==> src/design/mprf_pkg.sv <==
// Package for the monochrome pattern rectangle fill: widths, clip limits,
// register indexes and raster operation codes. No dependencies.
package mprf_pkg;

   localparam int MAX_WIDTH_PIXELS = 4096;
   localparam int MAX_HEIGHT_ROWS  = 4096;

   localparam int COORD_W     = 12;
   localparam int COL_W       = 9;
   localparam int ROW_W       = 12;
   localparam int BYTE_W      = 8;
   localparam int PAT_W       = 64;
   localparam int PHASE_W     = 3;
   localparam int ROP_W       = 2;
   localparam int CSR_ADDR_W  = 3;
   localparam int CSR_DATA_W  = 64;
   localparam int REQ_TDATA_W = 32;
   localparam int RSP_TDATA_W = 8;
   localparam int RSP_TUSER_W = 1;
   localparam int CLIP_W      = 17;

   localparam logic [CLIP_W-1:0] MAX_COL = CLIP_W'(MAX_WIDTH_PIXELS - 1);
   localparam logic [CLIP_W-1:0] MAX_ROW = CLIP_W'(MAX_HEIGHT_ROWS - 1);

   localparam logic [CSR_ADDR_W-1:0] CSR_PATTERN_ROWS     = 3'd0;
   localparam logic [CSR_ADDR_W-1:0] CSR_RECT_LEFT        = 3'd1;
   localparam logic [CSR_ADDR_W-1:0] CSR_RECT_RIGHT       = 3'd2;
   localparam logic [CSR_ADDR_W-1:0] CSR_RECT_TOP         = 3'd3;
   localparam logic [CSR_ADDR_W-1:0] CSR_RECT_BOTTOM      = 3'd4;
   localparam logic [CSR_ADDR_W-1:0] CSR_PHASE_HORIZONTAL = 3'd5;
   localparam logic [CSR_ADDR_W-1:0] CSR_PHASE_VERTICAL   = 3'd6;
   localparam logic [CSR_ADDR_W-1:0] CSR_ROP_MODE         = 3'd7;

   typedef enum logic [ROP_W-1:0] {
      ROP_COPY  = 2'd0,
      ROP_CLEAR = 2'd1,
      ROP_XOR   = 2'd2,
      ROP_OR    = 2'd3
   } rop_type;

endpackage

==> src/design/mono_pattern_rect_fill_rop_top.sv <==
// Monochrome pattern rectangle fill with raster operation, per-byte datapath.
// Depends on mprf_pkg.
//
// Each request transaction carries one destination byte (its byte column, pixel row
// and old value, pixels MSB first); the block returns the byte after the masked
// raster operation with the phased 8x8 pattern, plus a touched flag. One byte is
// accepted every clock and one result leaves every clock while rsp_tready is high;
// a byte passes the input register, mask and raster logic, then result register.
// The user must write registers through the csr_ port only while no transaction is
// in flight, unchecked; bytes outside the clipped rectangle pass through untouched.
module mono_pattern_rect_fill_rop_top
   import mprf_pkg::*;
(
   input  logic                   clock,
   input  logic                   reset,
   input  logic                   req_tvalid,
   output logic                   req_tready,
   // byte_column [8:0], pixel_row [20:9], old_byte [28:21], zero fill
   input  logic [REQ_TDATA_W-1:0] req_tdata,
   output logic                   rsp_tvalid,
   input  logic                   rsp_tready,
   // new_byte [7:0]
   output logic [RSP_TDATA_W-1:0] rsp_tdata,
   // touched [0]
   output logic [RSP_TUSER_W-1:0] rsp_tuser,
   input  logic                   csr_we,
   input  logic [CSR_ADDR_W-1:0]  csr_addr,
   input  logic [CSR_DATA_W-1:0]  csr_wdata
);

   logic [PAT_W-1:0]   pattern_rows_ff;
   logic [COORD_W-1:0] rect_left_ff;
   logic [COORD_W-1:0] rect_right_ff;
   logic [COORD_W-1:0] rect_top_ff;
   logic [COORD_W-1:0] rect_bottom_ff;
   logic [PHASE_W-1:0] phase_horizontal_ff;
   logic [PHASE_W-1:0] phase_vertical_ff;
   rop_type            rop_mode_ff;

   logic               s1_valid_ff;
   logic [COL_W-1:0]   s1_col_ff;
   logic [ROW_W-1:0]   s1_row_ff;
   logic [BYTE_W-1:0]  s1_old_ff;

   logic               s2_valid_ff;
   logic [BYTE_W-1:0]  new_byte_ff;
   logic               touched_ff;
   logic [BYTE_W-1:0]  new_byte_in;
   logic               touched_in;

   logic               s2_advance;
   logic               s1_advance;

   logic [CLIP_W-1:0]  l_ext, r_ext, t_ext, b_ext;
   logic [CLIP_W-1:0]  r_clip, b_clip, e_ext, lcol, ecol, col_ext, row_ext;
   logic               in_rect;
   logic [BYTE_W-1:0]  mask;
   logic [PHASE_W-1:0] pat_sel;
   logic [BYTE_W-1:0]  pat_raw;
   logic [2*BYTE_W-1:0] pat_wide;
   logic [BYTE_W-1:0]  pat_masked;

   // configuration registers
   always_ff @(posedge clock) begin
      if (reset) begin
         pattern_rows_ff     <= '0;
         rect_left_ff        <= '0;
         rect_right_ff       <= '0;
         rect_top_ff         <= '0;
         rect_bottom_ff      <= '0;
         phase_horizontal_ff <= '0;
         phase_vertical_ff   <= '0;
         rop_mode_ff         <= ROP_COPY;
      end else if (csr_we) begin
         unique case (csr_addr)
            CSR_PATTERN_ROWS:     pattern_rows_ff     <= csr_wdata;
            CSR_RECT_LEFT:        rect_left_ff        <= csr_wdata[COORD_W-1:0];
            CSR_RECT_RIGHT:       rect_right_ff       <= csr_wdata[COORD_W-1:0];
            CSR_RECT_TOP:         rect_top_ff         <= csr_wdata[COORD_W-1:0];
            CSR_RECT_BOTTOM:      rect_bottom_ff      <= csr_wdata[COORD_W-1:0];
            CSR_PHASE_HORIZONTAL: phase_horizontal_ff <= csr_wdata[PHASE_W-1:0];
            CSR_PHASE_VERTICAL:   phase_vertical_ff   <= csr_wdata[PHASE_W-1:0];
            CSR_ROP_MODE:         rop_mode_ff         <= rop_type'(csr_wdata[ROP_W-1:0]);
            default: ;
         endcase
      end
   end

   assign s2_advance = !s2_valid_ff || rsp_tready;
   assign s1_advance = !s1_valid_ff || s2_advance;
   assign req_tready = s1_advance;

   // input register
   always_ff @(posedge clock) begin
      if (reset) begin
         s1_valid_ff <= 1'b0;
      end else if (s1_advance) begin
         s1_valid_ff <= req_tvalid;
      end
   end

   always_ff @(posedge clock) begin
      if (s1_advance && req_tvalid) begin
         s1_col_ff <= req_tdata[COL_W-1:0];
         s1_row_ff <= req_tdata[COL_W+ROW_W-1:COL_W];
         s1_old_ff <= req_tdata[COL_W+ROW_W+BYTE_W-1:COL_W+ROW_W];
      end
   end

   // write mask from the clipped rectangle
   always_comb begin
      l_ext   = CLIP_W'(rect_left_ff);
      r_ext   = CLIP_W'(rect_right_ff);
      t_ext   = CLIP_W'(rect_top_ff);
      b_ext   = CLIP_W'(rect_bottom_ff);
      r_clip  = (r_ext > MAX_COL) ? MAX_COL : r_ext;
      b_clip  = (b_ext > MAX_ROW) ? MAX_ROW : b_ext;
      e_ext   = r_clip + CLIP_W'(1);
      lcol    = l_ext >> 3;
      ecol    = e_ext >> 3;
      col_ext = CLIP_W'(s1_col_ff);
      row_ext = CLIP_W'(s1_row_ff);
      in_rect = (l_ext <= MAX_COL) && (t_ext <= MAX_ROW)
             && (r_clip >= l_ext) && (b_clip >= t_ext)
             && (row_ext >= t_ext) && (row_ext <= b_clip)
             && (col_ext >= lcol) && (col_ext <= ecol);
      mask = 8'hff;
      if (col_ext == lcol) begin
         mask = mask & (8'hff >> l_ext[2:0]);
      end
      if (col_ext == ecol) begin
         mask = mask & ~(8'hff >> e_ext[2:0]);
      end
      if (!in_rect) begin
         mask = '0;
      end
   end

   // phased pattern byte
   always_comb begin
      pat_sel    = s1_row_ff[PHASE_W-1:0] + phase_vertical_ff;
      pat_raw    = pattern_rows_ff[BYTE_W*pat_sel +: BYTE_W];
      pat_wide   = {pat_raw, pat_raw} << phase_horizontal_ff;
      pat_masked = pat_wide[2*BYTE_W-1:BYTE_W] & mask;
   end

   always_comb begin
      case (rop_mode_ff)
         ROP_COPY:  new_byte_in = (s1_old_ff & ~mask) | pat_masked;
         ROP_CLEAR: new_byte_in = s1_old_ff & ~pat_masked;
         ROP_XOR:   new_byte_in = s1_old_ff ^ pat_masked;
         default:   new_byte_in = s1_old_ff | pat_masked;
      endcase
      touched_in = |mask;
   end

   // result register
   always_ff @(posedge clock) begin
      if (reset) begin
         s2_valid_ff <= 1'b0;
      end else if (s2_advance) begin
         s2_valid_ff <= s1_valid_ff;
      end
   end

   always_ff @(posedge clock) begin
      if (s2_advance && s1_valid_ff) begin
         new_byte_ff <= new_byte_in;
         touched_ff  <= touched_in;
      end
   end

   assign rsp_tvalid = s2_valid_ff;
   assign rsp_tdata  = new_byte_ff;
   assign rsp_tuser  = touched_ff;

endmodule

==> config.mk <==
export PLATFORM = sky130hd
export DESIGN_NAME = mono_pattern_rect_fill_rop_top
export DESIGN_NICKNAME = d
export VERILOG_FILES = /design/src/design/mprf_pkg.sv /design/src/design/mono_pattern_rect_fill_rop_top.sv
export SDC_FILE = /design/constraint.sdc
export NUM_CORES = 1
export LEC_CHECK = 0
export BUFFER_PORTS_ARGS = -buffer_cell sky130_fd_sc_hd__buf_2
export CELL_PAD_IN_SITES_DETAIL_PLACEMENT = 2
export CELL_PAD_IN_SITES_GLOBAL_PLACEMENT = 2
export CORE_ASPECT_RATIO = 0.75
export CORE_MARGIN = 2
export CORE_UTILIZATION = 38
export CTS_CLUSTER_SIZE = 28
export DETAILED_ROUTE_END_ITERATION = 7
export GPL_TIMING_DRIVEN = 0
export PLACE_DENSITY_LB_ADDON = 0.3
export SETUP_SLACK_MARGIN = 0.05
export SYNTH_ARGS = -nofsm -noshare
export SYNTH_HDL_FRONTEND = slang
export SYNTH_SLANG_ARGS = --single-unit
export TNS_END_PERCENT = 10
==> constraint.sdc <==
create_clock -name clock -period 11.13 [get_ports clock]
set_clock_uncertainty 0.2 [all_clocks]
set_input_delay 1.6695 -clock clock [delete_from_list [all_inputs] [get_ports clock]]
set_output_delay 1.6695 -clock clock [all_outputs]
set_load 0.1 [all_outputs]
==> run metrics <==
status completed; sequential cell area fraction in the yosys report 41.2%; crit path DAT 4.83 ns; Layout area overhead 17.5%; Max FO, Critical Path 8; Vias 7,728; Mapped Nets 1,165; Starting Density 39.1%; largest net degree at the start of global routing 30; synthesis-stage register bit count 160; Die W 179 um; core area 0.0223 sq mm; Max IR drop VDD 114 uV; number of vias per cell 5.47; minimum clock period 4.83 ns; Die ar. 0.0241 sq mm; fillers 2,513; final WL 31,100 um; io pins 115; Sink Count 160; Syn Std Cell Area 0.00870 sq mm; GPL Wtd Cong 0.818; num rows 47; # port buffers 108; top-count cell post-synth nand2_1; H-tree Lvls 4; global-route wire length before repair 48,700 um; Maximum Capacitance Violations 0; Power Density 138 mW/mm^2; Cell Count, Final, Fillers Out 1,413; fin crit share 43.4%; Setup Fix Bufs, Post-CTS 0; post-route setup TNS 0 ns; Least-Margin Pin Slew 0.926 ns; clk slew on worst S/H paths 0.07 ns; post-DP HPWL 22,300 um; ranking of synthesized cells by instance count nand2_1 (265), a21oi_1 (136), dfxtp_1 (122); Hold Crit Start pattern_rows_ff[57]; share of cells above drive strength 1 16.1%; fin. max-slew vios 0; hold crit path type reg2reg; vias in the first global route 8,681; Relative slew margins 38.1%; distinct cell type count after synthesis 57; CTS tree yes; area share of the largest cell type after synthesis 28.1%; Crit. End Element flop; Post-DRT Antenna Nets 0; leakage dissipation 0.00390 uW; Starting DRT DRC Count 359; Post-synth EDFFs 38; # nets final 1,292; endpoints failing setup 0; Worst-Skew Late Latency 0.45 ns; area leader, netlist dfxtp_1; Max Root-Sink Buffers 2; Fmax 0.207 GHz; Synth warnings 0; TritonRoute pass-1 iters 5; Worst Setup SP rect_right_ff[1]; CP Launch Type flop; Root Buffer clkbuf_16; FFs w/ async S/R, synth 0%; # hold bufs at CTS 0; critical path type reg2reg; initial antenna violation count 1; Die H 135 um; CTS buffer count 17; Main synth FF type dfxtp_1; cells after synthesis 978; worst path required time 11.14 ns; RSZ-0062 raised after global routing false; dpl cells 1,380; Reg2Reg Launch Point rect_right_ff[1]; wire per inst 22.0 um; Post-route DRC 0; Hold Fails Final Rpt 0; final core occ 45.9%; All-Layer GR Usage 26.8%; total gr overflow 0; Area contributors post-synth dfxtp_1 (28%), edfxtp_1 (13%), ha_1 (12%), nand2_1 (11%), a21oi_1 (7.8%); Post-Syn Area per Cell 8.90 sq um; CTS resizes 0
-- flip-flops by register name, summed over array words and instances (netlist names) --
name                 count
pattern_rows_ff         64
phase_horizontal_ff      3
rop_mode_ff              2
rsp_tuser                1
phase_vertical_ff        3
rect_top_ff             12
rsp_tvalid               1
rect_bottom_ff          12
rsp_tdata                8
rect_left_ff            12
s1_col_ff                9
s1_row_ff               12
s1_valid_ff              1
s1_old_ff                8
rect_right_ff           12
-- cells by family (layout without fill, tap and decap cells) --
| family | count (synthesis) | count (layout) | share of synthesized area, % |
|---|---|---|---|
| flip-flops | 160 | 160 | 41.2 |
| XOR/XNOR | 10 | 10 | 1.21 |
| buffers and inverters | 102 | 242 | 5.53 |
| multiplexers | 48 | 48 | 8.32 |
| AND/OR/NAND/NOR | 369 | 369 | 18.0 |
| other | 0 | 1 | 0 |
| adder cells (fa/ha/maj) | 83 | 83 | 12.0 |
| AO/OA/AOI/OAI | 206 | 206 | 13.7 |
-- area by class of cell --
type                            count  area [sq um]  share of cell area [%]
Sequential cell                   160          3580                    35.0
Clock inverter                     10          95.1                   0.930
Timing Repair Buffer              108           541                    5.28
Inverter                           50           188                    1.83
Multi-Input combinational cell    716          4640                    45.4
Buffer                             52           294                    2.87
Tap cell                          294           368                    3.60
Clock buffer                       22           518                    5.06
Antenna cell                        1          2.50                  0.0245
-- layer usage --
metal	share of wire (%)	global-route usage, %	wire length (um)
met3	4.0	4.42	1250
met2	47	44.9	14500
met5	0	0	0
met4	1.6	6.78	485
met1	48	36.1	14800
-- final timing paths --
path / depth (start not counted) / endpoint / slack, ns
hold / removal: 2 / pattern_rows_ff[57] / 0.26
setup / recovery: 15 / rsp_tdata[1] / 6.30
hold reg to reg: 2 / pattern_rows_ff[57] / 0.26
setup reg to reg: 15 / rsp_tdata[1] / 6.30
-- critical path, cell delays in order, from the launching register on --
cell and delay [ns]:
dfxtp_1 0.51, ha_1 0.34, and2_1 0.20, and2_1 0.18, nand4_1 0.12, xor2_1 0.17, ha_1 0.30, nand3_1 0.13
nor3_1 0.44, o31ai_1 0.28, or2_2 0.35, clkbuf_1 0.22, or3_1 0.40, ha_1 0.28, o21ai_0 0.12, a211o_1 0.32
-- through the flow --
| step | setup WS [ns] | hold slack, ns | power [uW] | area [sq um] |
|---|---|---|---|---|
| after floorplan | 6.81 | 0.232 | 735 | 8700 |
| after global placement | 6.55 | 0.241 | 792 | 9610 |
| after detailed placement | 6.43 | 0.250 | 800 | 9610 |
| after CTS | 6.25 | 0.262 | 1420 | 10200 |
| after global routing | 6.04 | 0.278 | 1460 | 10200 |
| final | 6.30 | 0.263 | 1420 | 10200 |
-- cell usage in the layout (no fill, tap or decap), drive strengths merged, types with 7 or more instances in the layout --
cell type,n
a211oi,8
nand4,13
mux2,12
mux4,16
o211ai,7
dfxtp,122
edfxtp,38
nand2,265
buf,120
mux2i,20
ha,82
and2,8
a21oi,137
o21ai,23
nor2,29
nand3,18
clkbuf,61
inv,54
nor2b,11
-- power breakdown --
| group | leakage (uW) | internal [uW] | total (uW) | switching, uW |
|---|---|---|---|---|
| Combinational | 0.00224 | 60.4 | 164 | 104 |
| Sequential | 0.00136 | 613 | 628 | 14.3 |
| Clock | 0.000304 | 356 | 623 | 268 |
Power figures use the tool's default switching activity.
